### config.mk
export PLATFORM = sky130hd
export DESIGN_NAME = xrg_front
export DESIGN_NICKNAME = d
export VERILOG_FILES = /design/src/xoshiro256ss_random_generator_unit_defines.svh /design/src/xrg_pkg.sv /design/src/xrg_mul64.sv /design/src/xrg_front.sv
export SDC_FILE = /design/constraint.sdc
export NUM_CORES = 2
export LEC_CHECK = 0
export BUFFER_PORTS_ARGS = -buffer_cell sky130_fd_sc_hd__buf_2
export CORE_MARGIN = 4
export CORE_UTILIZATION = 57
export DETAILED_ROUTE_END_ITERATION = 7
export PLACE_DENSITY = 0.82
export RECOVER_POWER = 25
export SETUP_SLACK_MARGIN = 0.3
export SYNTH_ARGS = -nofsm -noshare
export SYNTH_HDL_FRONTEND = slang
export SYNTH_SLANG_ARGS = --single-unit
### constraint.sdc
create_clock -name clk -period 22.1 [get_ports clk]
set_clock_uncertainty 0.2 [all_clocks]
set_input_delay 3.315 -clock clk [delete_from_list [all_inputs] [get_ports clk]]
set_output_delay 3.315 -clock clk [all_outputs]
set_load 0.03 [all_outputs]
### src/xoshiro256ss_random_generator_unit_defines.svh
// Assertion macros for the xoshiro256** generator unit.
// Used by the top level only; empty bodies under SYNTHESIS.
`ifndef XOSHIRO256SS_RANDOM_GENERATOR_UNIT_DEFINES_SVH
`define XOSHIRO256SS_RANDOM_GENERATOR_UNIT_DEFINES_SVH
`ifndef SYNTHESIS
`define XRG_ASSERT_IMPL(lbl, ante, cons, msg) \
  lbl: assert property (@(posedge clk) disable iff (!rst_n) (ante) |-> (cons)) else $error(msg);
`define XRG_ASSERT_NEXT(lbl, ante, cons, msg) \
  lbl: assert property (@(posedge clk) disable iff (!rst_n) (ante) |=> (cons)) else $error(msg);
`else
`define XRG_ASSERT_IMPL(lbl, ante, cons, msg)
`define XRG_ASSERT_NEXT(lbl, ante, cons, msg)
`endif
`endif

### src/xrg_pkg.sv
// Shared types, constants and helpers for the xoshiro256** generator unit.
// No dependencies.
`timescale 1ns / 1ps
package xrg_pkg;
  typedef enum logic [2:0] {
    OP_RESEED = 3'd0, OP_RAW = 3'd1, OP_UINT = 3'd2, OP_FRAC = 3'd3, OP_BERN = 3'd4
  } op_t;

  // Front part: run, or one of the four phases of a SplitMix64 step
  typedef enum logic [2:0] {
    F_RUN, F_MIX_A, F_MIX_B, F_MIX_C, F_MIX_D
  } fstate_t;

  localparam logic [63:0] MIX_GAMMA = 64'h9E3779B97F4A7C15;
  localparam logic [63:0] MIX_MUL1  = 64'hBF58476D1CE4E5B9;
  localparam logic [63:0] MIX_MUL2  = 64'h94D049BB133111EB;
  localparam logic [53:0] FRAC_ONE  = 54'h20000000000000;
  localparam int unsigned QDEPTH    = 4;
  localparam int unsigned QAW       = $clog2(QDEPTH);

  // Word handed from the front to the back part.
  typedef struct packed {
    logic        reseed;
    logic [2:0]  op;
    logic [63:0] raw;
    logic [31:0] low;
    logic [32:0] size;
    logic [53:0] prob;
  } job_t;

  typedef struct packed {
    logic busy;
    logic done;
  } seq_stat_t;

  function automatic logic [63:0] rotl(input logic [63:0] x, input int unsigned k);
    rotl = (x << k) | (x >> (64 - k));
  endfunction
endpackage

### src/xrg_mul64.sv
// 64x64 low-half multiplier built from 32x32 partial products.
// No dependencies.
`timescale 1ns / 1ps
module xrg_mul64 (
  input  logic        clk,
  input  logic        rst_n,
  input  logic        start,
  input  logic [63:0] a,
  input  logic [63:0] b,
  output logic        done,
  output logic [63:0] prod
);
  logic [1:0]  step_r, step_nxt;
  logic        busy_r, busy_nxt;
  logic [63:0] a_r, b_r, acc_r, acc_nxt;
  logic [31:0] x, y;
  logic [63:0] pp_r;
  logic        pv_r;

  always_comb begin
    case (step_r)
      2'd0: begin x = a_r[31:0];  y = b_r[31:0];  end
      2'd1: begin x = a_r[63:32]; y = b_r[31:0];  end
      2'd2: begin x = a_r[31:0];  y = b_r[63:32]; end
      default: begin x = 32'd0; y = 32'd0; end
    endcase
  end

  always_comb begin
    busy_nxt = busy_r;
    step_nxt = step_r;
    acc_nxt  = acc_r;
    if (pv_r) begin
      case (step_r)
        2'd1: acc_nxt = pp_r;
        2'd2: acc_nxt = acc_r + {pp_r[31:0], 32'd0};
        2'd3: acc_nxt = acc_r + {pp_r[31:0], 32'd0};
        default: acc_nxt = acc_r;
      endcase
    end
    if (start) begin
      busy_nxt = 1'b1;
      step_nxt = 2'd0;
    end else if (busy_r) begin
      step_nxt = step_r + 2'd1;
      if (step_r == 2'd3) busy_nxt = 1'b0;
    end
  end

  always_ff @(posedge clk) begin
    if (!rst_n) begin
      busy_r <= 1'b0;
      step_r <= 2'd0;
      pv_r   <= 1'b0;
    end else begin
      busy_r <= busy_nxt;
      step_r <= step_nxt;
      pv_r   <= busy_r && step_r != 2'd3;
    end
    if (start) begin
      a_r <= a;
      b_r <= b;
    end
    pp_r  <= {32'd0, x} * {32'd0, y};
    acc_r <= acc_nxt;
  end

  assign done = busy_r && step_r == 2'd3;
  assign prod = acc_r + {pp_r[31:0], 32'd0};
endmodule

### src/xrg_front.sv
// Front part: holds generator state and seed, advances state, expands the seed.
// Classifies each request into a job word. Depends on xrg_pkg, xrg_mul64.
`timescale 1ns / 1ps
module xrg_front (
  input  logic               clk,
  input  logic               rst_n,
  input  logic               cfg_we,
  input  logic [63:0]        cfg_wdata,
  input  logic               in_valid,
  output logic               in_ready,
  input  logic [2:0]         in_op,
  input  logic [31:0]        in_low,
  input  logic [31:0]        in_high,
  input  logic [53:0]        in_prob,
  output logic               job_valid,
  input  logic               job_ready,
  output xrg_pkg::job_t      job,
  output xrg_pkg::seq_stat_t stat
);
  xrg_pkg::fstate_t st_r, st_nxt;
  logic [63:0] s0_r, s1_r, s2_r, s3_r;
  logic [63:0] seed_r, acc_r, z_r;
  logic [1:0]  widx_r;
  logic        emit_r;
  logic        mstart;
  logic [63:0] ma, mb, mprod;
  logic        mdone;
  logic        adv;
  logic [63:0] t1, raw, zfin;
  logic signed [32:0] lo_s, hi_s;
  logic [31:0] lo_sel;
  logic [32:0] diff;

  xrg_mul64 u_mul (
    .clk(clk), .rst_n(rst_n), .start(mstart), .a(ma), .b(mb), .done(mdone), .prod(mprod)
  );

  // ** scrambler: x*5 and *9 are shift-adds
  assign t1  = (s1_r << 2) + s1_r;
  assign raw = (xrg_pkg::rotl(t1, 7) << 3) + xrg_pkg::rotl(t1, 7);

  assign lo_s   = {in_low[31], in_low};
  assign hi_s   = {in_high[31], in_high};
  assign lo_sel = (lo_s > hi_s) ? in_high : in_low;
  assign diff   = (lo_s > hi_s) ? (lo_s - hi_s) : (hi_s - lo_s);

  assign in_ready = (st_r == xrg_pkg::F_RUN) && !emit_r && (job_ready || !job_valid);
  assign adv      = in_valid && in_ready && in_op != xrg_pkg::OP_RESEED;
  assign zfin     = mprod ^ (mprod >> 31);

  always_comb begin
    st_nxt = st_r;
    mstart = 1'b0;
    ma     = 64'd0;
    mb     = 64'd0;
    case (st_r)
      xrg_pkg::F_RUN:
        if (in_valid && in_ready && in_op == xrg_pkg::OP_RESEED) st_nxt = xrg_pkg::F_MIX_A;
      xrg_pkg::F_MIX_A: begin
        mstart = 1'b1;
        ma = acc_r ^ (acc_r >> 30);
        mb = xrg_pkg::MIX_MUL1;
        st_nxt = xrg_pkg::F_MIX_B;
      end
      xrg_pkg::F_MIX_B: if (mdone) st_nxt = xrg_pkg::F_MIX_C;
      xrg_pkg::F_MIX_C: begin
        mstart = 1'b1;
        ma = z_r ^ (z_r >> 27);
        mb = xrg_pkg::MIX_MUL2;
        st_nxt = xrg_pkg::F_MIX_D;
      end
      xrg_pkg::F_MIX_D:
        if (mdone) st_nxt = (widx_r == 2'd3) ? xrg_pkg::F_RUN : xrg_pkg::F_MIX_A;
      default: st_nxt = xrg_pkg::F_RUN;
    endcase
  end

  always_ff @(posedge clk) begin
    if (!rst_n) begin
      st_r      <= xrg_pkg::F_MIX_A;
      seed_r    <= 64'd0;
      acc_r     <= xrg_pkg::MIX_GAMMA;
      widx_r    <= 2'd0;
      emit_r    <= 1'b0;
      job_valid <= 1'b0;
    end else begin
      st_r <= st_nxt;
      if (cfg_we) seed_r <= cfg_wdata;
      if (job_valid && job_ready) job_valid <= 1'b0;
      if (st_r == xrg_pkg::F_RUN && in_valid && in_ready) begin
        if (in_op == xrg_pkg::OP_RESEED) begin
          acc_r  <= seed_r + xrg_pkg::MIX_GAMMA;
          widx_r <= 2'd0;
          emit_r <= 1'b1;
        end else begin
          job_valid <= 1'b1;
        end
      end
      if (st_r == xrg_pkg::F_MIX_D && mdone) begin
        widx_r <= widx_r + 2'd1;
        acc_r  <= acc_r + xrg_pkg::MIX_GAMMA;
        if (widx_r == 2'd3 && emit_r) begin
          emit_r    <= 1'b0;
          job_valid <= 1'b1;
        end
      end
    end
    if (st_r == xrg_pkg::F_MIX_B && mdone) z_r <= mprod;
    if (st_r == xrg_pkg::F_MIX_D && mdone) begin
      case (widx_r)
        2'd0: s0_r <= zfin;
        2'd1: s1_r <= zfin;
        2'd2: s2_r <= zfin;
        default: s3_r <= zfin;
      endcase
    end
    if (adv) begin
      s2_r <= s2_r ^ s0_r ^ (s1_r << 17);
      s3_r <= xrg_pkg::rotl(s3_r ^ s1_r, 45);
      s1_r <= s1_r ^ s2_r ^ s0_r;
      s0_r <= s0_r ^ s3_r ^ s1_r;
    end
    if (adv) begin
      job.reseed <= 1'b0;
      job.op     <= in_op;
      job.raw    <= raw;
      job.low    <= lo_sel;
      job.size   <= diff + 33'd1;
      job.prob   <= (in_prob > xrg_pkg::FRAC_ONE) ? xrg_pkg::FRAC_ONE : in_prob;
    end else if (st_r == xrg_pkg::F_RUN && in_valid && in_ready) begin
      job.reseed <= 1'b1;
      job.op     <= in_op;
      job.raw    <= 64'd0;
      job.low    <= 32'd0;
      job.size   <= 33'd1;
      job.prob   <= 54'd0;
    end
  end

  assign stat.busy = st_r != xrg_pkg::F_RUN;
  assign stat.done = st_r == xrg_pkg::F_MIX_D && mdone && widx_r == 2'd3;
endmodule

Word level (Yosys, flattened, before mapping)
Cells that the tools add are included.
{"block": "classes", "n_reduce_logical": 44, "eq_ne": 15, "n_lt_le_gt_ge": 2, "bitwise": 13, "n_mul": 1, "mux": 46, "addsub": 10}
{"operator": "$mux 64", "n": 15}
{"operator": "$xor 64x64->64", "n": 7}
{"operator": "$pmux 64 s2", "n": 3}
{"operator": "$mux 186", "n": 2}
{"operator": "$add 64x64->64", "n": 3}
{"operator": "$add 64x64->64 const B", "n": 2}
{"operator": "$pmux 32 s2", "n": 2}
{"operator": "$sub 32x32->33", "n": 2}
{"operator": "$mul 32x32->64", "n": 1}
{"operator": "$or 64x45->64", "n": 1}
{"operator": "$or 64x7->64", "n": 1}
{"operator": "$xor 64x33->64", "n": 1}
{"operator": "$xor 64x34->64", "n": 1}
{"operator": "$xor 64x37->64", "n": 1}
{"operator": "$gt 54x54->1 const B", "n": 1}
{"operator": "$mux 54", "n": 1}
{"operator": "$add 33x1->33 const B", "n": 1}
{"operator": "$mux 33", "n": 1}
{"operator": "$gt 32x32->1", "n": 1}
{"operator": "$mux 32", "n": 1}
{"operator": "$reduce_bool 2->1", "n": 8}
{"operator": "$pmux 3 s5", "n": 1}
{"operator": "$logic_and 1x1->1", "n": 14}
{"operator": "$mux 1", "n": 14}
{"operator": "other kinds (20)", "n": 46}
{"block": "word_totals", "reg_bits": 902}

Longest topological paths before layout
{"block": "logic_depth", "ltp_word": 7, "depth_mapped": 40, "depth_no_buf": 35}

Cells and area by module
From an unflattened synthesis, not the netlist that was laid out.
{"block": "hier_totals", "cells_unflattened": 9047, "hier_area_um2": 85036.6}
{"module": "xrg_mul64", "instances": 1, "seq_area_each_um2": 7126.8, "cells_each": 4514, "area_per_inst_um2": 42731.0}
{"module": "xrg_front", "instances": 1, "seq_area_each_um2": 17917.2, "cells_each": 4533, "area_per_inst_um2": 42305.6}

Least setup slack after synthesis
OpenSTA, ideal clock, no wires.
{"block": "synth_path", "kind": "input to register", "from": "input port job_ready", "to": "register s3_r[0], enable pin", "n_path_buf": 5, "path_stages": 11, "setup_time_ns": 0.423, "path_slack_ns": 10.942, "t_required_ns": 21.477, "arrival_ns": 10.534, "cell_sequence": "nor2b_1 > nor3_1 > nand2_1 > inv_1 > nand2b_1 > clkbuf_1 > clkbuf_1 > clkbuf_1 > clkbuf_1 > clkbuf_1 > nand2_1"}
{"block": "synth_via", "elab_chain_len": 6, "word_cells_on_any_way": 7}
{"element": "start, declared", "line": "xrg_front.sv:16", "rtl": "input logic job_ready,"}
{"element": "$logic_or 1x1->1 *", "line": "xrg_front.sv:47", "rtl": "assign in_ready = (st_r == xrg_pkg::F_RUN) && !emit_r && (job_ready || !job_valid);"}
{"element": "$logic_and 1x1->1 *", "line": "xrg_front.sv:47"}
{"element": "via in_ready", "line": "xrg_front.sv:10", "rtl": "output logic in_ready,"}
{"element": "$logic_and 1x1->1 * (2 in a row)", "line": "xrg_front.sv:48", "rtl": "assign adv = in_valid && in_ready && in_op != xrg_pkg::OP_RESEED;"}
{"element": "$ne 2x1->1 (no line) / $reduce_bool 2->1 (equally long branches)"}
{"element": "$reduce_and 2->1 (no line) *"}
{"element": "end signal, assigned", "line": "xrg_front.sv:114", "rtl": "default: s3_r <= zfin;"}
{"element": "end signal, assigned", "line": "xrg_front.sv:119", "rtl": "s3_r <= xrg_pkg::rotl(s3_r ^ s1_r, 45);"}
{"element": "end, declared", "line": "xrg_front.sv:21", "rtl": "logic [63:0] s0_r, s1_r, s2_r, s3_r;"}
The timed path passes the listed nets; every way through them passes the cells marked *.
A chain may end at the register's enable or synchronous reset.

Final worst setup path
{"block": "layout_path", "from": "register u_mul.step_r[1]", "to": "register u_mul.pp_r[63]"}
{"block": "layout_via", "elab_chain_len": 4, "word_cells_on_any_way": 8}
{"element": "start, declared", "line": "xrg_mul64.sv:13", "rtl": "logic [1:0] step_r, step_nxt;"}
{"element": "start signal, assigned", "line": "xrg_mul64.sv:57", "rtl": "step_r <= step_nxt;"}
{"element": "$eq 2x2->1, or another cell as far along", "line": "xrg_mul64.sv:21", "rtl": "case (step_r)"}
{"element": "$reduce_or 2->1 (no line)"}
{"element": "$pmux 32 s2", "line": "xrg_mul64.sv:21"}
{"element": "$mul 32x32->64 *", "line": "xrg_mul64.sv:64", "rtl": "pp_r <= {32'd0, x} * {32'd0, y};"}
{"element": "end signal, assigned", "line": "xrg_mul64.sv:64"}
{"element": "end, declared", "line": "xrg_mul64.sv:17", "rtl": "logic [63:0] pp_r;"}
Mark *: on every way between the ends. The rest lies on a longest branch, timed or not.

==> impl_metrics.csv <==
group,metric,value,unit
run_status,status,"complete, but fails checks",
run_status,violations,"max-capacitance violations, max-slew violations",
finish,area_growth,8.41,%
die,die_w,381,microns
setup_path,r2r-end,"u_mul.pp_r[63]",
die,die_h,381,microns
cts,cts_max_path_buffers,3,
cts,path_clk_slew,70,ps
global_routing,grt_use_total,37.8,%
synthesis,syn-num-nets,9802,
die,num_rows,136,
global_routing,grt_max_degree,233,
sta,whs,247,ps
die,die_area,145000,sq um
setup_path,r2r_cells,32,
setup_path,cp-end-kind,"flop",
setup_path,worst-setup-path-type,"flop to flop",
synthesis,synthXorXnorAreaFrac,7.51,%
synthesis,synth_top_area_share,24.1,%
drt,drt_pass1_iterations,7,
synthesis,synth-seq-cells,841,
setup_path,max_stage_delay,1670,ps
sta,setup_viol,0,
cts,numCtsBuffers,90,
synthesis,yosysSeqAreaShare,29.2,%
synthesis,synth-compound-area-share,12.5,%
worst_hold_path,holdCritStartpoint,"job[186]",
sta,fmax,78.3,MHz
synthesis,synth_most_common_cell,"inv_1",
setup_path,crit_top_cell,"fa_1",
setup_path,timing.critical_path.buf_inv,7,
sta,slew_headroom,-135,%
sta,rsz0062_at_grt,"no",
synthesis,netlist_top_cells_area,"edfxtp_1 (24%), fa_1 (21%), ha_1 (8.7%)",
global_routing,grt_pass1_vias,65318,
worst_hold_path,hold_path_depth,2,
global_routing,antenna_found_initial,8,
synthesis,syn_area_per_cell,9.66,sq um
die,pin_count,381,
cts,cts_resized,0,
synthesis,yosys.area_share.simple,12.4,%
die,start_util,57.6,%
setup_path,cp.required,22500,ps
synthesis,synthMuxAreaShare,2.09,%
sta,min_period,12770,ps
finish,final_nets,10026,
setup_path,r2r-start,"u_mul.step_r[1]",
global_routing,overflow,0,
worst_hold_path,holdPathEnd,"job[186]",
synthesis,yosys.area_share.adder,29.6,%
worst_hold_path,hold_class,"flop to flop",
synthesis,synth.distinct_cells,93,
drt,routedWlPerCell,26.6,microns
cts,cts_root_buffer,"clkbuf_16",
synthesis,ys_warn_count,0,
place,dp.cells,10223,
job,cap_viol_max_count,9,
cts,hold_buffers,0,
synthesis,synthFlopType,"edfxtp_1",
drt,drtAntennaViolNets,0,
synthesis,synth_top_family_by_area,"adder cells",
synthesis,netlist_top_cells_count,"inv_1 (1041), fa_1 (829), nor2_1 (800), nand2_1 (678), edfxtp_1 (637)",
cts,cts.sinks,841,
setup_path,cp_max_fo,49,
synthesis,synth_top_area_cell,"edfxtp_1",
setup_path,cp_slowest_cell,"clkbuf_1",
synthesis,syn-cell-area,79500,sq um
finish,drive_above_1_share,8.29,%
global_routing,grt_pass1_wl,414000,microns
drt,drc,0,
die,core_area,138000,sq um
cts,clkLatencyLatePin,700,ps
finish,fin_cells,10396,
setup_path,cp_num_cells,32,
finish,final_core_util,62.4,%
sta,slew_viol_final,435,
drt,via_per_inst,6.16,
sta,fin_crit_sh,57.8,%
sta,worstMarginPinSlew,3530,ps
place,port_buffers,380,
synthesis,synth_edf_count,637,
drt,drt_iter0_drc,7295,
cts,htree_levels,3,
sta,setup_tns,0,ps
setup_path,crit_family,"adder cells",
cts,postCtsSetupRepairBufs,0,
cts,cts_tree,"yes",
synthesis,async_flop_share,0,%
setup_path,arrival,13170,ps
synthesis,syn_inst,8228,
place,hpwl,221000,microns
setup_path,start_kind,"flop",
setup_path,reg2reg_slack,9330,ps
drt,via_count,64043,
place,place.gp.congestion,1.08,
sta,hold_violations,0,
drt,wl,277000,microns
-- worst reg2reg max path: cells and delay by family (launching register included) --
family	cells	cell delay [ps]
DFF	1	350
and+or+nand+nor	3	1320
xor gates and xnor gates	1	140
buffers and inverters	7	2700
AOI/OAI and AO/OA	11	3700
adders and majority gates	10	4300
-- cells by family after synthesis --
| group | Yosys count |
|---|---|
| flip-flops | 841 |
| buffers and inverters | 1386 |
| adder cells (fa/ha/maj) | 1384 |
| multiplexers | 163 |
| AND/OR/NAND/NOR | 2181 |
| XOR/XNOR | 681 |
| AO/OA/AOI/OAI | 1592 |
-- worst max-delay path by stage --
stage	startpoint	endpoint	slack, ps
after global placement	u_mul.step_r[0]	u_mul.pp_r[63]	11010
after floorplan	job_ready	s3_r[0]	10940
after global routing	u_mul.step_r[1]	u_mul.pp_r[63]	9020
after CTS	u_mul.step_r[0]	u_mul.pp_r[63]	10750
after detailed placement	u_mul.step_r[0]	u_mul.pp_r[63]	10810
final	u_mul.step_r[1]	u_mul.pp_r[63]	9330
-- area by class of cell --
type | instances | area (sq um)
well taps | 1863 | 2330
inverters | 1043 | 3920
repair buffers | 475 | 2570
flip-flops and latches | 841 | 23200
clock buffers | 110 | 2450
multi-input cells | 6001 | 51100
fillers | 11390 | 51900
diodes | 7 | 17.5
clock inverters | 56 | 551
-- routing by layer --
layer | vias to the layer above | wire length (microns) | track usage (%) | part of all wire, %
met3 | 858 | 24200 | 7.04 | 8.8
met1 | 31540 | 103000 | 47.4 | 37
met2 | 3522 | 129000 | 61.1 | 47
met4 | 6 | 20700 | 22.7 | 7.5
li1 | 28117 | - | - | -
met5 | - | 27 | 0 | 0.0098
-- state kept, by name (all words and copies together) (netlist names), 64 cells and up --
signal       count
s2_r            64
z_r             64
u_mul.a_r       64
job            187
s0_r            64
s1_r            64
acc_r           64
u_mul.pp_r      64
u_mul.acc_r     64
seed_r          64
s3_r            64
-- placed cells by master (no fill, tap or decap), types with 148 or more instances in the layout --
| master | n |
|---|---|
| mux2i_1 | 151 |
| nor2_1 | 792 |
| nand2_1 | 673 |
| edfxtp_1 | 637 |
| o21ai_0 | 407 |
| fa_1 | 829 |
| buf_2 | 376 |
| xnor2_1 | 404 |
| dfxtp_1 | 203 |
| inv_1 | 1041 |
| a21oi_1 | 467 |
| a21o_1 | 177 |
| nor3_1 | 148 |
| xor2_1 | 277 |
| ha_1 | 555 |
-- stage by stage --
step / worst slack, ps / cell area [sq um]
2_1_floorplan: 10940 / 79500
3_3_place_gp: 11010 / 83200
3_5_place_dp: 10810 / 83200
4_1_cts: 10750 / 86200
5_1_grt: 9020 / 86100
6_report: 9330 / 86200
Power is not shown: default switching activity piles up to over one toggle a cycle in this logic, so the estimate is an artifact.
