File: config.mk
export PLATFORM = sky130hd
export DESIGN_NAME = xrg_queue
export DESIGN_NICKNAME = d
export VERILOG_FILES = /design/src/xoshiro256ss_random_generator_unit_defines.svh /design/src/xrg_pkg.sv /design/src/xrg_queue.sv
export SDC_FILE = /design/constraint.sdc
export NUM_CORES = 1
export LEC_CHECK = 0
export BUFFER_PORTS_ARGS = -buffer_cell sky130_fd_sc_hd__buf_2
export CORE_MARGIN = 5
export CORE_UTILIZATION = 57
export DETAILED_ROUTE_END_ITERATION = 6
export MAX_ROUTING_LAYER = met4
export PLACE_DENSITY = 0.81
export SLEW_MARGIN = 25
export SYNTH_ARGS = -nofsm -noshare
export SYNTH_HDL_FRONTEND = slang
export SYNTH_SLANG_ARGS = --single-unit
export TNS_END_PERCENT = 20
File: constraint.sdc
create_clock -name clk -period 7.4 [get_ports clk]
set_input_delay 0.37 -clock clk [delete_from_list [all_inputs] [get_ports clk]]
set_output_delay 0.37 -clock clk [all_outputs]
set_load 0.03 [all_outputs]
File: src/xoshiro256ss_random_generator_unit_defines.svh
// Assertion macros for the xoshiro256** generator unit.
// Used by the top level only; empty bodies under SYNTHESIS.
`ifndef XOSHIRO256SS_RANDOM_GENERATOR_UNIT_DEFINES_SVH
`define XOSHIRO256SS_RANDOM_GENERATOR_UNIT_DEFINES_SVH
`ifndef SYNTHESIS
`define XRG_ASSERT_IMPL(lbl, ante, cons, msg) \
  lbl: assert property (@(posedge clk) disable iff (!rst_n) (ante) |-> (cons)) else $error(msg);
`define XRG_ASSERT_NEXT(lbl, ante, cons, msg) \
  lbl: assert property (@(posedge clk) disable iff (!rst_n) (ante) |=> (cons)) else $error(msg);
`else
`define XRG_ASSERT_IMPL(lbl, ante, cons, msg)
`define XRG_ASSERT_NEXT(lbl, ante, cons, msg)
`endif
`endif

File: src/xrg_pkg.sv
// Shared types, constants and helpers for the xoshiro256** generator unit.
// No dependencies.
`timescale 1ns / 1ps
package xrg_pkg;
  typedef enum logic [2:0] {
    OP_RESEED = 3'd0, OP_RAW = 3'd1, OP_UINT = 3'd2, OP_FRAC = 3'd3, OP_BERN = 3'd4
  } op_t;

  // Front part: run, or one of the four phases of a SplitMix64 step
  typedef enum logic [2:0] {
    F_RUN, F_MIX_A, F_MIX_B, F_MIX_C, F_MIX_D
  } fstate_t;

  localparam logic [63:0] MIX_GAMMA = 64'h9E3779B97F4A7C15;
  localparam logic [63:0] MIX_MUL1  = 64'hBF58476D1CE4E5B9;
  localparam logic [63:0] MIX_MUL2  = 64'h94D049BB133111EB;
  localparam logic [53:0] FRAC_ONE  = 54'h20000000000000;
  localparam int unsigned QDEPTH    = 4;
  localparam int unsigned QAW       = $clog2(QDEPTH);

  // Word handed from the front to the back part.
  typedef struct packed {
    logic        reseed;
    logic [2:0]  op;
    logic [63:0] raw;
    logic [31:0] low;
    logic [32:0] size;
    logic [53:0] prob;
  } job_t;

  typedef struct packed {
    logic busy;
    logic done;
  } seq_stat_t;

  function automatic logic [63:0] rotl(input logic [63:0] x, input int unsigned k);
    rotl = (x << k) | (x >> (64 - k));
  endfunction
endpackage

File: src/xrg_queue.sv
// Short job queue between the front and back parts.
// Depends on xrg_pkg.
`timescale 1ns / 1ps
module xrg_queue (
  input  logic          clk,
  input  logic          rst_n,
  input  logic          wr_valid,
  output logic          wr_ready,
  input  xrg_pkg::job_t wr_data,
  output logic          rd_valid,
  input  logic          rd_ready,
  output xrg_pkg::job_t rd_data
);
  xrg_pkg::job_t mem [xrg_pkg::QDEPTH];
  logic [xrg_pkg::QAW-1:0] wp_r, rp_r;
  logic [xrg_pkg::QAW:0]   cnt_r;
  logic wr_en, rd_en;

  assign wr_ready = cnt_r != (xrg_pkg::QAW+1)'(xrg_pkg::QDEPTH);
  assign rd_valid = cnt_r != '0;
  assign wr_en    = wr_valid && wr_ready;
  assign rd_en    = rd_valid && rd_ready;
  assign rd_data  = mem[rp_r];

  always_ff @(posedge clk) begin
    if (!rst_n) begin
      wp_r  <= '0;
      rp_r  <= '0;
      cnt_r <= '0;
    end else begin
      if (wr_en) wp_r <= wp_r + 1'b1;
      if (rd_en) rp_r <= rp_r + 1'b1;
      cnt_r <= cnt_r + (xrg_pkg::QAW+1)'(wr_en) - (xrg_pkg::QAW+1)'(rd_en);
    end
    if (wr_en) mem[wp_r] <= wr_data;
  end
endmodule

Yosys cells after proc, flatten, opt, wreduce, memory -nomap -nowiden

Memories as Yosys holds them, arrays and structs flattened. A register that Yosys moved wholly into a read port is not among the register bits.
Cells that the tools add are included.

Register bits: 7
RAM bits: 748
Input port bits: 191
Output and inout port bits: 189
Word-level logic and storage cells: 16
Memories kept: 1

Memories:

| name | words | bits a word | read ports | clocked after Yosys merged registers in | write ports | RTL line        | RTL |
|---|---|---|---|---|---|---|---|
| mem  | 4     | 187         | 1          | 1                                       | 1           | xrg_queue.sv:14 | `xrg_pkg::job_t mem [xrg_pkg::QDEPTH];` |

$add $sub $neg: 4
Equal/unequal tests: 1
Multiplexer cells: 4
Reduce and logical (&&, ||, !) cells: 3

Operators by type and width:

| kind                | count |
|---|---|
| $add 2x1->2 const B | 2 |
| $mux 2              | 2 |
| $add 3x1->3         | 1 |
| $ne 3x3->1 const B  | 1 |
| $reduce_bool 3->1   | 1 |
| $sub 3x1->3         | 1 |
| $logic_and 1x1->1   | 2 |
| $mux 1              | 2 |

Longest topological paths before layout

Gate-level depths: netlist of run 1.

Depth in word-level cells: 4
Gate-level depth with buffers: 11
Depth with buffers taken out: 11

Least setup slack after synthesis of run 1

OpenSTA, ideal clock, no wires.

Kind: reg-to-reg
Start: register cnt_r[1] (netlist name)
End: memory mem[0][0] (netlist name), enable pin
Setup time: 0.570 ns
Data arrival time: 5.185 ns
Required time: 6.830 ns
Path slack: 1.644 ns
Cell stages (with the launch flop): 4
Path buffers: 0
Clock period less this slack: 5.756 ns
Cell sequence: dfxtp_1 > nor2_1 > a21boi_1 > and2_1

Longest elaborated chain between the ends: 4

Ends and longest elaborated chain:

| item                         | RTL line        | RTL |
|---|---|---|
| start, declared              | xrg_queue.sv:16 | `logic [xrg_pkg::QAW:0] cnt_r;` |
| start signal, assigned       | xrg_queue.sv:33 | `cnt_r <= cnt_r + (xrg_pkg::QAW+1)'(wr_en) - (xrg_pkg::QAW+1)'(rd_en);` |
| $ne 3x3->1                   | xrg_queue.sv:19 | `assign wr_ready = cnt_r != (xrg_pkg::QAW+1)'(xrg_pkg::QDEPTH);` |
| $logic_and 1x1->1            | xrg_queue.sv:21 | `assign wr_en = wr_valid && wr_ready;` |
| $mux 1                       | xrg_queue.sv:35 | `if (wr_en) mem[wp_r] <= wr_data;` |
| $mux 1 (not written as such) | xrg_queue.sv:35 |  |
| end, declared                | xrg_queue.sv:14 |  |

Every way passes these cells.

==> run summary, run 1 <==
The run finished with clean final reports. The H-tree level count came out at 3. The number of post-CTS setup repair buffers came out at 0. STA puts the critical path data required time at ~7 ns.

The finished cells cover 0.03432 sq mm. The data arrival at the endpoint of the critical path is about 3.3 ns. Setup violations remaining at the end of the flow were counted as 0. The worst path needs ~3.6 ns of the cycle, external delays included. The clock root buffer is sky130_fd_sc_hd__clkbuf_16. Setup repair after global routing left no endpoint under its margin. The worst max-slew margin expressed relative to the limit is 0.3254. The number of max-slew violations in the final report was 0. The number of fill cells in the layout is around 2600. The floorplan die area is ~0.053 sq mm.

The floorplan die width is ~230 microns. The setup slack of the critical path after layout is ~3.8 ns. The sequential cell fraction of total power came out at 0.437. The net count of the finished layout is about 1800.

In this run the static leakage power is between 10 and 15 nW. The path class of the tightest hold or removal check is primary input to flip-flop. The category of the most critical setup path is flip-flop to primary output. The number of placed instances, taps included, is 1989. The first global-routing pass estimated roughly 90000 microns of wire. The post-route antenna net violation count came out at 0. The largest buffer count on any clock path came out at 3. The largest driver fanout on the critical path is 65. The worst-margin pin slew is between 1 and 1.5 ns. The slowest stage of the critical path is the sky130_fd_sc_hd__dfxtp_4 cell. The overall power came out at 12.35 mW. On the worst path, the slowest cell contributes a delay of 0.99 ns. The clock buffer count from CTS is between 70 and 80. The cell area that synthesis handed to floorplanning was about 0.027 sq mm. The initial antenna violation count is 11. Cell internal power was estimated by the tool at 8.613 mW.

The via count of the first global-routing pass came to about 15000. The combined area of the multi-input logic cells is between 0.004 and 0.005 sq mm. The critical path goes through buf_4, mux4_2, buf_2. The number of nets in the synthesized netlist is roughly 1200.

In the routed design, unresolved DRC markers number 0. The reported max-cap violation count is 0. The detailed-router iteration count before antenna repair came out at 5.

The power per cell area came out at about 360 mW/mm^2. The overall routing resource usage is 0.2408. STA classifies the critical path startpoint as a flip-flop. The post-placement setup slack came out at 3.950 ns.

The cell count after synthesis came out at 1025. The detailed-placement wirelength estimate came out at ~31000 microns. TritonCTS built the clock tree. The total negative slack for setup checks is 0 ns. The I/O pin count came out at 380. In this run the cell area measured after placement is between 0.02 and 0.03 sq mm. The initial core utilization came out at 0.5760.

The number of buffers added on ports came out at between 300 and 400. Of the total power, the share spent switching nets is 0.3023. The highest attainable clock frequency came out at about 280 MHz. The placer congestion estimate came out at around 0.77. The share of the Yosys chip area taken by registers is 0.8250. The average wire per cell in the routed design is roughly 27 microns. The mean instance size in the synthesized netlist is about 27 sq um. The synthesis warning total is 0. The area of the core came out at 0.04765 sq mm.

The part of the power in the clock network is 0.307. The signed area change from the synthesized netlist to the final layout is 25.06%. The clock sink total is around 760. In the finished design, the share of the clock period the worst path needs comes to 0.4889. The total wire length is about 62000 microns. The endpoint kind of the worst setup timing path is a primary output.

The number of standard-cell rows in the floorplan is 80. Leaving out filler cells and counting taps, the final layout contains approximately 2300. The via count is approximately 14000. The via-per-instance ratio is about 5.8. The die is roughly 230 microns tall. The worst setup slack for register-to-register paths is around 3.8 ns.

The number of DRC markers after the initial detailed-route iteration came out at ~1300. The clock transition at the register clock pins on the worst setup and hold paths after CTS is ~0.060 ns. The worst hold slack across all endpoints came out at between 0.1 and 0.15 ns. The switching power came out at 3.733 mW. Of the total power, combinational logic draws 0.256. The synthesized flop and latch total is 757. The highest ir drop seen on vdd came out at 0.3727 mV.

The maximum clock skew at final layout came out at approximately 0.021 ns. The combined flip-flop and latch cell area came out at about 0.023 sq mm. In the final layout, the share of cells above drive strength 1 is 0.4061. The final hold violation count came out at 0. The largest net degree at the start of global routing is between 90 and 100.

The insertion delay of the later-clocked pin in the worst-skew pair is approximately 0.61 ns. The number of library cell types mapped by synthesis is 19. The fraction of the core area covered by cells at the end of the flow is 0.7204. The overflow left after global routing is 0.
sequential cells by signal, indices dropped and copies added, names as in the netlist, named ones only:
| register | count |
|---|---|
| mem | 748 |
| rp_r | 2 |
| cnt_r | 3 |
| wp_r | 2 |
power by group through the flow:
stage               Sequential [mW]  Clock [mW]  Combinational (mW)
floorplan                      5.43           0                2.29
global placement               5.43           0                3.01
detailed placement             5.47           0                3.03
CTS                            5.39        3.82                3.14
global route                   5.43        4.07                3.30
finish                         5.40        3.79                3.16
final cells by class:
class,count,area share
Inverter,5,0.0005468
Antenna cell,10,0.0007291
Sequential cell,757,0.6599
Tap cell,615,0.02242
Multi-Input combinational cell,220,0.1308
Timing Repair Buffer,580,0.1144
Clock inverter,38,0.01199
Clock buffer,94,0.05924
kinds of logic after synthesis:
group                    share of synthesized area
AO/OA/AOI/OAI                            0.0009120
multiplexers                                0.1542
XOR/XNOR                                  0.001276
flip-flops                                  0.8250
adder cells (fa/ha/maj)                   0.003465
buffers and inverters                      0.01185
AND/OR/NAND/NOR                           0.003328
placed cells by master, fill, tap and decap left out:
master / netlist / routed
sky130_fd_sc_hd__inv_6: 0 / 2
sky130_fd_sc_hd__xnor2_1: 4 / 4
sky130_fd_sc_hd__inv_1: 5 / 5
sky130_fd_sc_hd__buf_2: 20 / 379
sky130_fd_sc_hd__nor2b_1: 3 / 3
sky130_fd_sc_hd__o31a_1: 1 / 1
sky130_fd_sc_hd__clkinvlp_4: 0 / 3
sky130_fd_sc_hd__ha_1: 6 / 6
sky130_fd_sc_hd__fa_1: 1 / 1
sky130_fd_sc_hd__mux2i_1: 2 / 2
sky130_fd_sc_hd__clkinv_2: 0 / 9
sky130_fd_sc_hd__o311ai_0: 1 / 1
sky130_fd_sc_hd__buf_12: 0 / 4
sky130_fd_sc_hd__clkbuf_16: 0 / 79
sky130_fd_sc_hd__edfxtp_1: 748 / 748
sky130_fd_sc_hd__clkbuf_1: 7 / 15
sky130_fd_sc_hd__nand2_1: 5 / 5
sky130_fd_sc_hd__dfxtp_1: 9 / 7
sky130_fd_sc_hd__clkinv_1: 0 / 15
sky130_fd_sc_hd__and2_1: 7 / 3
sky130_fd_sc_hd__bufinv_16: 0 / 9
sky130_fd_sc_hd__mux4_2: 187 / 187
sky130_fd_sc_hd__dfxtp_4: 0 / 2
sky130_fd_sc_hd__diode_2: 0 / 10
sky130_fd_sc_hd__dlygate4sd3_1: 0 / 187
sky130_fd_sc_hd__and2_4: 0 / 4
sky130_fd_sc_hd__buf_4: 0 / 9
sky130_fd_sc_hd__a21boi_1: 1 / 1
sky130_fd_sc_hd__nor2_1: 1 / 1
sky130_fd_sc_hd__buf_6: 16 / 1
sky130_fd_sc_hd__or3_1: 1 / 1
critical path: cells and delay by family, from the launching register on:
kind	cells	cell delay (ns)
DFF	1	0.99
buffers and inverters	2	1.05
muxes	1	0.46
cell usage after synthesis:
| library cell | n | share of area |
|---|---|---|
| sky130_fd_sc_hd__or3_1 | 1 | 0.00023 |
| sky130_fd_sc_hd__a21boi_1 | 1 | 0.00027 |
| sky130_fd_sc_hd__inv_1 | 5 | 0.00068 |
| sky130_fd_sc_hd__mux2i_1 | 2 | 0.00073 |
| sky130_fd_sc_hd__and2_1 | 7 | 0.0016 |
| sky130_fd_sc_hd__o31a_1 | 1 | 0.00032 |
| sky130_fd_sc_hd__nor2_1 | 1 | 0.00014 |
| sky130_fd_sc_hd__mux4_2 | 187 | 0.15 |
| sky130_fd_sc_hd__nor2b_1 | 3 | 0.00068 |
| sky130_fd_sc_hd__buf_6 | 16 | 0.0066 |
| sky130_fd_sc_hd__ha_1 | 6 | 0.0027 |
| sky130_fd_sc_hd__o311ai_0 | 1 | 0.00032 |
| sky130_fd_sc_hd__nand2_1 | 5 | 0.00068 |
| sky130_fd_sc_hd__dfxtp_1 | 9 | 0.0066 |
| sky130_fd_sc_hd__xnor2_1 | 4 | 0.0013 |
| sky130_fd_sc_hd__edfxtp_1 | 748 | 0.82 |
| sky130_fd_sc_hd__buf_2 | 20 | 0.0036 |
| sky130_fd_sc_hd__clkbuf_1 | 7 | 0.00096 |
| sky130_fd_sc_hd__fa_1 | 1 | 0.00073 |
path summary, 6_finish.rpt:
check,startpoint,endpoint,cells after the start
setup / recovery,flip-flop,rd_data[60],3
hold reg to reg,wp_r[0]$_SDFFE_PN0P_,wp_r[0]$_SDFFE_PN0P_,2
hold / removal,rst_n,flip-flop,2
setup reg to reg,cnt_r[1]$_SDFF_PN0_,mem[2][53]$_DFFE_PP_,5
routing by layer:
layer  share of wire  up-vias  track usage
met2            0.53      639       0.3965
met4           0.030        0      0.07217
met5               0        -            -
met1            0.37     7059       0.2995
met3           0.077      125      0.06428
li1                -     5688            -
timing repair:
| item | CTS | global route |
|---|---|---|
| gates resized for setup | 0 | 0 |
| hold endpoints to repair | 748 | 0 |
| hold buffers | 187 | 0 |
(Power assumes the default switching activity.)
==> inputs of run 2 (changes only) <==
- CORE_UTILIZATION: 57 -> 51
- PLACE_DENSITY: 0.81 -> 0.77
- clock period: 7.4 -> 3.3 ns (I/O delays scaled with it)
==> run summary, run 2 (synthesis results as in run 1) <==
STA classifies the critical path startpoint as a flip-flop. The signal on the critical path passes through buf_4, mux4_2, buf_2. The sequential cell fraction of total power is 0.435. Summing over every cut layer, the via total after detailed routing is between 10000 and 15000. The net count of the finished layout came out at approximately 1900.

The number of gates resized after CTS was 0. The switching power came out at 8.330 mW. The clock buffer count from CTS came out at 74. The data arrival at the endpoint of the critical path came out at around 2.6 ns.

The largest driver fanout on the critical path is 27. The detailed-placement wirelength estimate came out at between 30000 and 40000 microns. The largest registers in the layout are mem x748, cnt_r x3. The total cell area at the placement stage is approximately 0.031 sq mm. The run finished with clean final reports.

Using the TritonRoute via totals, the vias-per-cell ratio works out to 5.533. The cell sitting at the root of the clock tree is a sky130_fd_sc_hd__clkbuf_16. Derived from the worst setup path, the maximum achievable clock frequency is 360.0 MHz. The number of standard-cell rows in the floorplan came out at between 80 and 90. The reported max-cap violation count came out at 0. The number of failing setup endpoints in the final timing report is 0. The insertion delay of the later-clocked pin in the worst-skew pair came out at 0.62 ns. The internal power consumption is a little under 20 mW. The power per cell area came out at around 790 mW/mm^2. The detailed-router iteration count before antenna repair came out at 5. The region available for standard cell placement spans between 0.05 and 0.06 sq mm. The clock transition at the register clock pins on the worst setup and hold paths after CTS came out at around 0.060 ns. The library cell used most frequently in the layout, excluding fill and tap cells, is sky130_fd_sc_hd__edfxtp_1. Of the total power, the share spent switching nets is 0.3019. In the layout the commonest cells are sky130_fd_sc_hd__edfxtp_1 (748), sky130_fd_sc_hd__buf_2 (379), sky130_fd_sc_hd__dlygate4sd3_1 (188). The register with the most flip-flops in the layout has between 700 and 800 of them.

The average wire per cell in the routed design came out at ~24 microns. The fraction of the core area covered by cells at the end of the flow came out at 0.6492. The register with the most flip-flops in the final layout is mem. The largest buffer count on any clock path is 3.

The die covers 0.05855 sq mm. Summing all flip-flop and latch instances after layout gives approximately 0.023 sq mm. The combinational group share of total power is 0.264. The post-route clock period utilization came out at 0.8418. The via count of the first global-routing pass is ~15000. Setup repair after global routing left no endpoint under its margin. The number of buffers added on ports is approximately 380. The final hold violation count is 0. On the critical path, the stage with the largest delay is an instance of sky130_fd_sc_hd__dfxtp_4. The floorplan die height is 242.0 microns.

The number of max-slew violations in the final report is 0. The worst hold path belongs to the class primary input to flip-flop. CTS built an H-tree with a depth of 3. The total wire length is 58790 microns. Measured against its own limit, the worst slew margin works out to 0.4731.

The first global-routing pass estimated between 90000 and 100000 microns of wire. For this run, the total global-route usage over all layers was measured as 0.2085. Of the total power, the clock network draws 0.301.

The number of fill cells in the layout is between 3000 and 4000. The floorplan die width came out at 242.0 microns. The worst hold slack across all endpoints came out at approximately 0.088 ns.

The signed area change from the synthesized netlist to the final layout is 26.79%. In this run the static leakage power is roughly 12 nW. In this run the count of I/O pins placed on the die edge is 380. The combined buffer and inverter count along the critical path is 2. For this run, design rule violations remaining after detail routing come to 0. For the pin with the worst max-slew slack, the measured transition is roughly 0.8 ns. TritonCTS built the clock tree. For the worst setup path, the data required time is ~3.1 ns. The endpoint kind of the worst setup timing path is a primary output. The post-route antenna net violation count is 0.

The final design area excluding fillers came out at roughly 0.035 sq mm. The overall power is between 20 and 30 mW. The combined area of the multi-input logic cells came out at around 0.0045 sq mm. The category of the most critical setup path is flip-flop to primary output. The kind of cell with the highest combined delay along the critical path is flip-flops. The highest ir drop seen on vdd came out at about 0.54 mV.

The final critical delay including setup and external delays is between 2 and 3 ns. The fraction of final layout cells sized beyond drive strength 1 is 0.4196. The initial antenna violation count came to 7.

The first routing iteration left about 830 violations. The largest net degree at the start of global routing came out at 95. The maximum cell stage delay along the critical path came out at between 0.7 and 0.8 ns. The initial core utilization came out at 0.5120. The overflow left after global routing came out at 0. The clock drives 757 sinks. The maximum clock skew at final layout came out at approximately 0.024 ns. The placer congestion estimate came out at roughly 0.77.
run 2: cell types whose count changed in the layout (fill, tap and decap cells not counted), moves of 2 or more:
cell                        change
sky130_fd_sc_hd__buf_4         +22
sky130_fd_sc_hd__buf_12        +14
sky130_fd_sc_hd__clkbuf_1       -7
sky130_fd_sc_hd__clkbuf_16      -3
sky130_fd_sc_hd__diode_2        -3
sky130_fd_sc_hd__inv_6          +3
sky130_fd_sc_hd__clkinv_2       -2
run 2: worst paths after layout:
path / start / endpoint / slack, ns / cells after the start
worst max-delay path: flip-flop / rd_data[97] / 0.52 / 3
worst min-delay path: wr_valid / wp_r[1]$_SDFFE_PN0P_ / 0.09 / 3
worst max register to register: cnt_r[1]$_SDFF_PN0_ / cnt_r[2]$_SDFF_PN0_ / 0.62 / 11
worst min register to register: wp_r[1]$_SDFFE_PN0P_ / wp_r[1]$_SDFFE_PN0P_ / 0.49 / 2
run 2: tightest hold or removal path, stage by stage:
cell and delay (ns):
sky130_fd_sc_hd__buf_2 0.11, sky130_fd_sc_hd__a21boi_1 0.21, sky130_fd_sc_hd__mux2i_1 0.14
run 2: area by class of cell:
type                    instances  area share
diodes                          7   0.0005034
clock buffers                  85     0.05591
clock inverters                40     0.01251
inverters                       5   0.0005394
multi-input cells             220      0.1290
flip-flops and latches        757      0.6509
well taps                     696     0.02503
repair buffers                616      0.1256
run 2: per-stage QoR:
step	setup WS [ns]	TNS [ns]	cells
floorplan	-0.3859	-288.67	1025
global placement	0.7642	0	2106
detailed placement	0.6186	0	2106
CTS	0.4195	0	2419
global route	0.3522	0	2426
finish	0.5221	0	2426
run 2: what timing repair did:
action                     4_1_cts  5_1_grt
setup buffers                    0        0
setup endpoints to repair        0        0
hold endpoints to repair       757        0
hold buffers                   188        0
run 2: layer usage:
layer  track usage  up-vias  share of wire  wire length [microns]
li1              -     5731              -                      -
met3       0.05218      102          0.072                   4213
met4       0.06781        0          0.027                   1587
met1        0.2572     7053           0.38                  22270
met5             -        -              0                      0
met2        0.3450      536           0.52                  30720
run 2: power groups by stage:
stage	logic, mW	clock network [mW]	registers, mW
after floorplan	5.14	0	12.1
after global placement	7.08	0	12.1
after detailed placement	7.12	0	12.2
after CTS	7.34	8.46	12.0
after global routing	7.69	8.93	12.1
final	7.28	8.31	12.0
